### config.mk
export PLATFORM = sky130hd
export DESIGN_NAME = clock_set_key_debounce_repeat
export DESIGN_NICKNAME = d
export VERILOG_FILES = /design/src/rtl/cskdr_pkg.sv /design/src/rtl/cskdr_csr.sv /design/src/rtl/cskdr_adjust.sv /design/src/rtl/clock_set_key_debounce_repeat.sv
export SDC_FILE = /design/constraint.sdc
export NUM_CORES = 1
export LEC_CHECK = 0
export ABC_AREA = 1
export BUFFER_PORTS_ARGS = -buffer_cell sky130_fd_sc_hd__buf_2
export CELL_PAD_IN_SITES_DETAIL_PLACEMENT = 1
export CELL_PAD_IN_SITES_GLOBAL_PLACEMENT = 2
export CORE_MARGIN = 5
export CORE_UTILIZATION = 36
export CTS_CLUSTER_SIZE = 20
export DETAILED_ROUTE_END_ITERATION = 7
export HOLD_SLACK_MARGIN = 0.08
export PLACE_DENSITY_LB_ADDON = 0.1
export SLEW_MARGIN = 5
export SYNTH_ARGS = -nofsm -noshare
export SYNTH_HDL_FRONTEND = slang
export SYNTH_HIERARCHICAL = 1
export SYNTH_SLANG_ARGS = --single-unit
### constraint.sdc
create_clock -name clock -period 5.4 [get_ports clock]
set_input_delay 0 -clock clock [delete_from_list [all_inputs] [get_ports clock]]
set_output_delay 0 -clock clock [all_outputs]
set_load 0.005 [all_outputs]
### src/rtl/cskdr_pkg.sv
`timescale 1ns / 1ps
// ----------------------------------------------------------------------------
// cskdr_pkg: shared types and constants for the clock time-set key block
// Beat payloads, configuration bundle, register indexes and time limits.
// ----------------------------------------------------------------------------
package cskdr_pkg;

   localparam int CSR_ADDR_W = 4;
   localparam int CSR_DATA_W = 8;

   // register indexes
   localparam logic [CSR_ADDR_W-1:0] CSR_COUNT_CAP       = 4'd0;
   localparam logic [CSR_ADDR_W-1:0] CSR_DEBOUNCE_MIN    = 4'd1;
   localparam logic [CSR_ADDR_W-1:0] CSR_LONG_PRESS      = 4'd2;
   localparam logic [CSR_ADDR_W-1:0] CSR_REPEAT_INTERVAL = 4'd3;

   // register reset values
   localparam logic [7:0] COUNT_CAP_RST       = 8'hf0;
   localparam logic [7:0] DEBOUNCE_MIN_RST    = 8'd5;
   localparam logic [7:0] LONG_PRESS_RST      = 8'd100;
   localparam logic [7:0] REPEAT_INTERVAL_RST = 8'd50;

   // time limits
   localparam logic [5:0] MINUTE_LAST = 6'd59;
   localparam logic [5:0] HOUR_LAST   = 6'd23;

   // item kinds
   localparam logic FUNC_TICK  = 1'b0;
   localparam logic FUNC_CHECK = 1'b1;

   typedef struct packed {
      logic       func;
      logic       minus_key_n;
      logic       plus_key_n;
      logic [5:0] cur_minute;
      logic [4:0] cur_hour;
   } req_type;

   typedef struct packed {
      logic [5:0] new_minute;
      logic [4:0] new_hour;
      logic       time_changed;
   } rsp_type;

   typedef struct packed {
      logic [7:0] count_cap;
      logic [7:0] debounce_min;
      logic [7:0] long_press;
      logic [7:0] repeat_interval;
   } cfg_type;

endpackage

### src/rtl/cskdr_csr.sv
`timescale 1ns / 1ps
// ----------------------------------------------------------------------------
// cskdr_csr: configuration registers
// Four 8-bit registers written through a plain write port.
// ----------------------------------------------------------------------------
module cskdr_csr (
   input  logic                                clock,
   input  logic                                reset,
   input  logic                                csr_we,
   input  logic [cskdr_pkg::CSR_ADDR_W-1:0]    csr_addr,
   input  logic [cskdr_pkg::CSR_DATA_W-1:0]    csr_wdata,
   output cskdr_pkg::cfg_type                  cfg
);
   import cskdr_pkg::*;

   cfg_type cfg_ff, cfg_in;

   always_comb begin
      cfg_in = cfg_ff;
      if (csr_we) begin
         unique case (csr_addr)
            CSR_COUNT_CAP:       cfg_in.count_cap       = csr_wdata;
            CSR_DEBOUNCE_MIN:    cfg_in.debounce_min    = csr_wdata;
            CSR_LONG_PRESS:      cfg_in.long_press      = csr_wdata;
            CSR_REPEAT_INTERVAL: cfg_in.repeat_interval = csr_wdata;
            default:             cfg_in = cfg_ff;   // unmapped index: ignored
         endcase
      end
   end

   always_ff @(posedge clock) begin
      if (reset) begin
         cfg_ff.count_cap       <= COUNT_CAP_RST;
         cfg_ff.debounce_min    <= DEBOUNCE_MIN_RST;
         cfg_ff.long_press      <= LONG_PRESS_RST;
         cfg_ff.repeat_interval <= REPEAT_INTERVAL_RST;
      end else begin
         cfg_ff <= cfg_in;
      end
   end

   assign cfg = cfg_ff;

endmodule

### src/rtl/cskdr_adjust.sv
`timescale 1ns / 1ps
// ----------------------------------------------------------------------------
// cskdr_adjust: key hold counters and time adjust logic
// Holds the per-key counters, heartbeat and last change tick; computes the
// result for one item and updates state when the item is processed.
// ----------------------------------------------------------------------------
module cskdr_adjust (
   input  logic                 clock,
   input  logic                 reset,
   input  cskdr_pkg::cfg_type   cfg,
   input  logic                 fire,
   input  cskdr_pkg::req_type   req,
   output cskdr_pkg::rsp_type   rsp
);
   import cskdr_pkg::*;

   logic [7:0] minus_cnt_ff, minus_cnt_in;
   logic [7:0] plus_cnt_ff,  plus_cnt_in;
   logic [7:0] heartbeat_ff, heartbeat_in;
   logic [7:0] last_chg_ff,  last_chg_in;

   logic       wait_gap;
   logic       do_plus, do_minus;
   logic [5:0] min_p, min_m;
   logic [5:0] hour_p, hour_m;
   logic [5:0] hour_inc;
   logic [7:0] gap;

   assign gap      = heartbeat_ff - last_chg_ff;
   assign wait_gap = (plus_cnt_ff < cfg.long_press) && (minus_cnt_ff < cfg.long_press) &&
                     (gap < cfg.repeat_interval);
   assign do_plus  = !wait_gap && (plus_cnt_ff  > cfg.debounce_min);
   assign do_minus = !wait_gap && (minus_cnt_ff > cfg.debounce_min);
   assign hour_inc = {1'b0, req.cur_hour} + 6'd1;

   always_comb begin
      // plus step
      min_p  = req.cur_minute;
      hour_p = {1'b0, req.cur_hour};
      if (do_plus) begin
         if (req.cur_minute >= MINUTE_LAST) begin
            min_p  = '0;
            hour_p = (hour_inc > HOUR_LAST) ? '0 : hour_inc;
         end else begin
            min_p = req.cur_minute + 6'd1;
         end
      end
      // minus step on top of plus result
      min_m  = min_p;
      hour_m = hour_p;
      if (do_minus) begin
         if (min_p == '0) begin
            min_m  = MINUTE_LAST;
            hour_m = (hour_p == '0 || hour_p > HOUR_LAST) ? HOUR_LAST : hour_p - 6'd1;
         end else if (min_p > MINUTE_LAST) begin
            min_m = MINUTE_LAST;
         end else begin
            min_m = min_p - 6'd1;
         end
      end
   end

   always_comb begin
      minus_cnt_in = minus_cnt_ff;
      plus_cnt_in  = plus_cnt_ff;
      heartbeat_in = heartbeat_ff;
      last_chg_in  = last_chg_ff;
      if (fire) begin
         if (req.func == FUNC_TICK) begin
            if (req.minus_key_n)                     minus_cnt_in = '0;
            else if (minus_cnt_ff < cfg.count_cap)   minus_cnt_in = minus_cnt_ff + 8'd1;
            if (req.plus_key_n)                      plus_cnt_in = '0;
            else if (plus_cnt_ff < cfg.count_cap)    plus_cnt_in = plus_cnt_ff + 8'd1;
            heartbeat_in = heartbeat_ff + 8'd1;
         end else if (do_plus || do_minus) begin
            last_chg_in = heartbeat_ff;
         end
      end
   end

   always_comb begin
      if (req.func == FUNC_CHECK) begin
         rsp.new_minute   = min_m;
         rsp.new_hour     = hour_m[4:0];
         rsp.time_changed = do_plus || do_minus;
      end else begin
         rsp.new_minute   = req.cur_minute;
         rsp.new_hour     = req.cur_hour;
         rsp.time_changed = 1'b0;
      end
   end

   always_ff @(posedge clock) begin
      if (reset) begin
         minus_cnt_ff <= '0;
         plus_cnt_ff  <= '0;
         heartbeat_ff <= '0;
         last_chg_ff  <= '0;
      end else begin
         minus_cnt_ff <= minus_cnt_in;
         plus_cnt_ff  <= plus_cnt_in;
         heartbeat_ff <= heartbeat_in;
         last_chg_ff  <= last_chg_in;
      end
   end

endmodule

### src/rtl/clock_set_key_debounce_repeat.sv
`timescale 1ns / 1ps
// ----------------------------------------------------------------------------
// clock_set_key_debounce_repeat: debounced plus/minus time-set keys
// Tick beats sample two active-low keys; check beats adjust minute/hour with
// debounce and auto-repeat, flagging when the time was changed.
// ----------------------------------------------------------------------------
// Usage:
//   req_*  : input beats (req_data.func: tick or check). A tick updates the
//            key hold counters and heartbeat; a check may step the time.
//   rsp_*  : one result beat per request beat, in order.
//   csr_*  : write-only config (count cap, debounce min, long press, repeat
//            interval); write only while the block is idle.
// Path: an accepted request passes the input register, then the result
//   register. Throughput: one beat per cycle while rsp_ready is high;
//   the adjust logic is a single short pass.
// Stall: when rsp_ready is low the result register holds its beat; the input
//   register still fills, and req_ready drops only once both are occupied.
// Reset (synchronous, active high): pipeline empty, hold counters, heartbeat
//   and last change tick cleared, config back to 240/5/100/50.
// ----------------------------------------------------------------------------
module clock_set_key_debounce_repeat (
   input  logic                              clock,
   input  logic                              reset,
   input  logic                              req_valid,
   output logic                              req_ready,
   input  cskdr_pkg::req_type                req_data,
   output logic                              rsp_valid,
   input  logic                              rsp_ready,
   output cskdr_pkg::rsp_type                rsp_data,
   input  logic                              csr_we,
   input  logic [cskdr_pkg::CSR_ADDR_W-1:0]  csr_addr,
   input  logic [cskdr_pkg::CSR_DATA_W-1:0]  csr_wdata
);
   import cskdr_pkg::*;

   cfg_type cfg;

   // input register
   logic    s1_valid_ff, s1_valid_in;
   req_type s1_data_ff;
   // result register
   logic    rsp_valid_ff, rsp_valid_in;
   rsp_type rsp_data_ff;
   rsp_type rsp_next;

   logic advance;   // stage 1 beat moves into the result register
   logic req_fire;

   assign advance   = s1_valid_ff && (!rsp_valid_ff || rsp_ready);
   assign req_ready = !s1_valid_ff || advance;
   assign req_fire  = req_valid && req_ready;

   assign s1_valid_in  = req_fire || (s1_valid_ff && !advance);
   assign rsp_valid_in = advance  || (rsp_valid_ff && !rsp_ready);

   cskdr_csr u_csr (
      .clock     (clock),
      .reset     (reset),
      .csr_we    (csr_we),
      .csr_addr  (csr_addr),
      .csr_wdata (csr_wdata),
      .cfg       (cfg)
   );

   // state only moves when the stage 1 beat is actually consumed
   cskdr_adjust u_adjust (
      .clock (clock),
      .reset (reset),
      .cfg   (cfg),
      .fire  (advance),
      .req   (s1_data_ff),
      .rsp   (rsp_next)
   );

   always_ff @(posedge clock) begin
      if (reset) begin
         s1_valid_ff  <= 1'b0;
         rsp_valid_ff <= 1'b0;
      end else begin
         s1_valid_ff  <= s1_valid_in;
         rsp_valid_ff <= rsp_valid_in;
      end
   end

   // payload registers, no reset
   always_ff @(posedge clock) begin
      if (req_fire) begin
         s1_data_ff <= req_data;
      end
      if (advance) begin
         rsp_data_ff <= rsp_next;
      end
   end

   assign rsp_valid = rsp_valid_ff;
   assign rsp_data  = rsp_data_ff;

endmodule

==> results by group, run 1 <==
Floorplan
  – Core Rows: 48
  – Top-level port count: 45
  – Core Footprint: 17400 sq um
  – Initial Util: 36.9%
  – Die H: about 140 microns
  – Die area: 20600 sq um
  – Die width: 143 microns

Clock network
  – Post-CTS Resized: 0
  – Root Driver: clkbuf_16
  – Num CTS Buffers: 9
  – Max Root-Sink Buffers: 2
  – Worst skew pair latency: 350 ps
  – Setup bufs post-CTS: 0
  – H-tree levels: 3
  – CTS tree: done
  – CTS Sinks: between 90 and 100
  – CTS clk-pin slew, worst paths: 70 ps

GRT
  – Total congestion overflow: 0
  – All-Layer GR Usage: 18.2%
  – Initial antenna violation count: 1
  – Number of global-route vias before repair: 6074
  – First-pass GRT wire length: 29900 microns
  – Largest net degree at the start of global routing: 37

Synth
  – Area of the mapped netlist: between 6000 and 7000 sq um
  – Synthesized instance count: between 800 and 900
  – Avg Cell Area, Syn: 7.45 sq um
  – Yosys warning total: 6
  – Number of flops mapped to enable cells by yosys: 26
  – Distinct cell type count after synthesis: 53
  – Post-synth ARST share: 0%
  – Syn nets: 959
  – Seq/Total Area, Yosys: between 30 and 40%
  – Number of synthesized register bits: 92
  – Synth Flop Type: dfxtp_1

Worst setup path
  – Crit-path max FO: 14
  – Slowest stage cell, crit path: dfxtp_1
  – Critical Path Most Common Cell: nand2_1
  – Worst endpoint required time: roughly 5500 ps
  – Worst setup EP type: flip-flop
  – Setup CP Type: reg -> reg
  – Crit path DAT: 4660 ps
  – Setup crit start kind: flip-flop
  – CP peak stage delay: ~500 ps
  – Worst r2r path cells: 28

Placed design
  – Placed Area: 6800 sq um
  – Buffers added on ports: 44
  – Placed wire-length estimate: around 14000 microns
  – RD Place Congestion: 0.850

STA
  – Max Clk Rate: 0.219 GHz
  – RSZ-0062 raised after global routing: false
  – Final Slew Violations: 0
  – Final setup viols: 0
  – Worst-Margin Slew: 915 ps
  – Final worst path period share: a little over four fifths
  – Slew Limit Headroom: 38.9%
  – Final hold viol count: 0
  – Minimum hold slack: 88.6 ps
  – Setup_tns: 0 ps
  – Fin crit period: 4560 ps
  – Clock Skew: 10.4 ps

Cells and area
  – Post-route cell area: 7380 sq um
  – Filler instances: approximately 2200
  – FF+latch area: 2100 sq um
  – Layout area overhead: 15.3%
  – Post-layout nets: 1029
  – Layout cell share with drive strength beyond 1: 12.8%
  – Share of the core filled with cells: 42.5%
  – Footprint of the multi-input gates: 3540 sq um

Power and ir drop
  – Lkg Pwr: about 3.5 nW
  – Total Power: 1.56 mW
  – IR drop worst, VDD: 0.139 mV
  – Pwr dens: around 210 nW/um^2

Routing
  – DRT Pass-1 Iters: 4
  – DR WL/cell: 15.4 microns
  – DRT iter0 DRCs: ~190
  – # DRC: 0
  – Final ANT Viol Nets: 0
  – Routed via count: 5708
  – Via density: 4.92
  – Final WL: 17900 microns

Worst hold path
  – WHS Path Cells: 5
  – Hold/Removal Path Class: in -> reg

Run
  – # Max-Cap Violations: 0

Status
  – Outcome: complete, no violations
==> final timing paths <==
kind / slack, ps / from / end
worst max-delay path: 840 / u_adjust/heartbeat_ff[1] / rsp_data[5]
worst max register to register: 840 / u_adjust/heartbeat_ff[1] / rsp_data[5]
worst min register to register: 460 / u_adjust/last_chg_ff[4] / u_adjust/last_chg_ff[4]
worst min-delay path: 90 / csr_wdata[3] / u_csr/cfg[27]
==> registers in the layout, indices dropped and copies added (netlist names) <==
name / flops
u_adjust/minus_cnt_ff: 8
u_adjust/plus_cnt_ff: 8
rsp_data: 12
u_csr/cfg: 32
s1_valid_ff: 1
u_adjust/heartbeat_ff: 8
u_adjust/last_chg_ff: 8
s1_data_ff: 14
rsp_valid: 1
==> cells in the mapped netlist, types with 4 or more instances <==
library cell / n / share of area (%)
a211oi_1: 4 / 0.47
a21oi_1: 53 / 4.1
buf_6: 5 / 0.88
clkbuf_1: 4 / 0.23
dfxtp_1: 66 / 21
edfxtp_1: 26 / 12
ha_1: 68 / 13
inv_1: 152 / 8.9
inv_2: 9 / 0.53
nand2_1: 180 / 11
nand2_2: 15 / 1.5
nand3_1: 48 / 3.8
nand3_4: 4 / 1.1
nand4_1: 44 / 4.3
nor2_1: 58 / 3.4
nor2_2: 7 / 0.68
nor3_1: 13 / 1.0
nor3b_1: 5 / 0.59
o21ai_0: 22 / 1.7
o21ai_1: 11 / 0.86
xnor2_1: 5 / 0.68
xor2_1: 10 / 1.4
==> area by class of cell <==
| type | instances | share of cell area (%) |
|---|---|---|
| clock buffers | 11 | 3.29 |
| diodes | 2 | 0.0678 |
| clock inverters | 5 | 0.492 |
| inverters | 167 | 8.65 |
| repair buffers | 76 | 7.26 |
| multi-input cells | 583 | 48.0 |
| well taps | 225 | 3.81 |
| flip-flops and latches | 92 | 28.5 |
==> what timing repair did <==
| action | 4_1_cts | 5_1_grt |
|---|---|---|
| hold buffers | 30 | 0 |
| endpoints found under the setup margin | 0 | 0 |
| endpoints found under the hold margin | 34 | 0 |
==> metal layers <==
layer | wire, microns | GRT usage, % | vias up
li1 | - | - | 2934
met1 | 8730 | 24.2 | 2698
met2 | 8420 | 30.3 | 57
met3 | 401 | 3.33 | 19
met4 | 317 | 4.91 | 0
met5 | 0 | 0 | -
==> power breakdown <==
group | internal, mW | total [mW] | switching (mW) | leakage (nW)
logic | 0.0734 | 0.197 | 0.124 | 2.62
clock network | 0.328 | 0.606 | 0.278 | 0.140
registers | 0.732 | 0.752 | 0.0206 | 0.784
==> through the flow <==
step | setup WS, ps | cells
after floorplan | 1550 | 859
after global placement | 1090 | 1113
after detailed placement | 908 | 1113
after CTS | 805 | 1159
after global routing | 336 | 1160
final | 837 | 1161
==> logic make-up (layout without fill, tap and decap cells) <==
family                   Yosys count  after routing  synth area share, %
AO/OA/AOI/OAI                    106            106                 9.54
XOR/XNOR                          16             16                 2.31
adder cells (fa/ha/maj)           69             69                 13.6
buffers and inverters            184            259                 11.9
flip-flops                        92             92                 32.8
other                              0              2                    0
AND/OR/NAND/NOR                  392            392                 29.8
==> layout by cell type (no fill, tap or decap), types with 26 or more instances in the layout <==
cell and n:
nand3_1 48, a21oi_1 53, dlygate4sd3_1 30, ha_1 68, buf_2 44, dfxtp_1 66
inv_1 152, nand4_1 44, nand2_1 180, nor2_1 58, edfxtp_1 26
==> critical path: cells and delay by family, from the launching register on <==
family          cells  cell delay, ps
flops               1             500
xor+xnor            1             170
fa+ha+maj           3             720
compound gates      5             750
simple gates       15            1670
buf+inv             4             480
No activity file was read; power rests on OpenSTA's default activity.
==> inputs of run 2 (changes only) <==
--- a/config.mk
+++ b/config.mk
@@ -10,7 +10,7 @@
 export CELL_PAD_IN_SITES_DETAIL_PLACEMENT = 1
 export CELL_PAD_IN_SITES_GLOBAL_PLACEMENT = 2
 export CORE_MARGIN = 5
-export CORE_UTILIZATION = 36
+export CORE_UTILIZATION = 32
 export CTS_CLUSTER_SIZE = 20
 export DETAILED_ROUTE_END_ITERATION = 7
 export HOLD_SLACK_MARGIN = 0.08
==> constraint.sdc (replaced) <==
create_clock -name clock -period 4.01 [get_ports clock]
set_input_delay 0 -clock clock [delete_from_list [all_inputs] [get_ports clock]]
set_output_delay 0 -clock clock [all_outputs]
set_load 0.005 [all_outputs]
==> run 2 against run 1 <==
  * Register-to-register slack worse by 670 ps
  * Clock skew hardly changed
  * Combinational power is 46% higher
  * Largest cell class unchanged
  * Sequential power is 34% higher
  * Cell count is 5.1% higher
  * Critical path depth stayed put
==> results by group, run 2 (same netlist as run 1, synthesis figures left out) <==
Worst setup path
  – Reg2Reg Setup Slack: 160 ps
  – Crit-path max FO: 4
  – CP peak stage delay: 320 ps
  – Critical path buffers and inverters: 4
  – Worst endpoint required time: 4100 ps
  – CP Depth: 28
  – Reg2reg end: rsp_data[1]
  – CP top delay family: simple AND/OR/NAND/NOR gates
  – R2R Path Start: u_adjust/last_chg_ff[2]
  – Worst r2r path cells: 28
  – Crit path DAT: 3940 ps
  – Setup crit start: u_adjust/last_chg_ff[2]
  – Critical Path Most Common Cell: nand2_1
  – Worst setup EP type: flip-flop
  – Slowest stage cell, crit path: dfxtp_2
  – Setup CP Type: reg -> reg
  – Setup crit start kind: flip-flop

STA
  – Final setup viols: 0
  – RSZ-0062 raised after global routing: true
  – Minimum hold slack: between 100 and 150 ps
  – Clock Skew: 10.9 ps
  – Final hold viol count: 0
  – Final Slew Violations: 0
  – Max Clk Rate: 0.260 GHz
  – Final worst path period share: 95.9%
  – Setup WS post-layout: roughly 160 ps
  – Worst-Margin Slew: 943 ps
  – Slew Limit Headroom: 37.0%
  – Fin crit period: 3850 ps

Routing
  – Routed via count: 5833
  – # DRC: 0
  – Final WL: 18800 microns
  – Via density: 4.78
  – Final ANT Viol Nets: 0
  – DR WL/cell: 15.4 microns
  – DRT Pass-1 Iters: 4
  – DRT iter0 DRCs: 207

Clock network
  – CTS tree: done
  – Max Root-Sink Buffers: 2
  – CTS Sinks: 92
  – Root Driver: clkbuf_16
  – H-tree levels: 3
  – CTS clk-pin slew, worst paths: 70 ps
  – Worst skew pair latency: 350 ps
  – Num CTS Buffers: 9

Power and ir drop
  – Pwr dens: approximately 280 nW/um^2
  – Lkg Pwr: 3.68 nW
  – Total Power: 2.14 mW
  – IR drop worst, VDD: 0.193 mV

Status
  – Outcome: complete, no violations

Cells and area
  – Layout cell share with drive strength beyond 1: 18.8%
  – Commonest non-fill, non-tap cell in the layout: nand2_1
  – Non-Filler Instances: 1220
  – Most frequent cells in the layout: nand2_1, inv_1, ha_1
  – Inserted Diodes: 0
  – Largest register FFs: 32
  – Post-layout nets: roughly 1100
  – Layout area overhead: 21.2%

Worst hold path
  – WHS Path Cells: 5
  – Worst Hold Endpoint: u_csr/cfg[27]
  – Hold_sp: csr_wdata[3]
  – Hold/Removal Path Class: in -> reg

Placed design
  – Buffers added on ports: 44
  – Post-Place Worst Slack: -9.63 ps
  – RD Place Congestion: 0.827
  – Placed insts: 1164
  – Placed wire-length estimate: 14700 microns

Run
  – # Max-Cap Violations: 0

GRT
  – Total congestion overflow: 0
  – Number of global-route vias before repair: 5972
  – Largest net degree at the start of global routing: 37
  – Initial antenna violation count: 0
  – All-Layer GR Usage: 16.9%
  – First-pass GRT wire length: 30300 microns

Floorplan
  – Die area: 22900 sq um
  – Die width: roughly 150 microns
  – Core Rows: 51
  – Top-level port count: 45
  – Initial Util: between 30% and 40%
  – Core Footprint: roughly 20000 sq um
  – Die H: 151 microns
-- run 2: cell types whose count changed in the layout (fill, tap and decap cells not counted), sizes merged --
| cell | before | now |
|---|---|---|
| buf | 46 | 66 |
| dlygate4sd3 | 30 | 31 |
| diode | 2 | 0 |
-- run 2: layout make-up --
cell class,count,area (sq um)
fillers,2463,11800
multi-input cells,583,3690
flip-flops and latches,92,2110
repair buffers,97,707
inverters,167,641
well taps,265,332
clock buffers,11,253
clock inverters,5,33.8
-- run 2: layer usage --
metal	vias to the layer above	GRT usage (%)	wire, microns
li1	2973	-	-
met1	2783	22.1	8900
met2	65	29.4	9280
met3	12	2.56	480
met4	0	3.72	163
met5	-	0	0
-- run 2: power breakdown --
group | internal [mW] | switching (mW) | total (mW)
Clock | 0.456 | 0.385 | 0.841
Combinational | 0.111 | 0.176 | 0.287
Sequential | 0.985 | 0.0276 | 1.01
-- run 2: worst reg2reg max path: cells and delay by family, from the launching register on --
family	cells	cell delay, ps
AND/OR/NAND/NOR	13	1360
AO/OA/AOI/OAI	7	900
adder cells (fa/ha/maj)	3	600
flip-flops	1	320
buffers and inverters	4	250
XOR/XNOR	1	160
-- run 2: what timing repair did --
action | CTS | global route
endpoints found under the hold margin | 36 | 0
buffers inserted | 0 | 9
gates resized for setup | 3 | 48
hold buffers | 31 | 0
pin swaps | 3 | 25
gates cloned | 0 | 0
endpoints found under the setup margin | 6 | 13
-- run 2: worst max path at each step --
stage | endpoint
after floorplan | rsp_data[1]
after global placement | rsp_data[11]
after detailed placement | rsp_data[10]
after CTS | rsp_data[1]
after global routing | rsp_data[1]
final | rsp_data[1]
-- run 2: through the flow --
stage          setup TNS, ps  area [sq um]  utilization, %
2_1_floorplan              0          6400               -
3_3_place_gp               0          6930            35.4
3_5_place_dp           -16.6          6930            35.4
4_1_cts                    0          7530            38.4
5_1_grt                 -604          7760            39.6
6_report                   0          7760            39.6
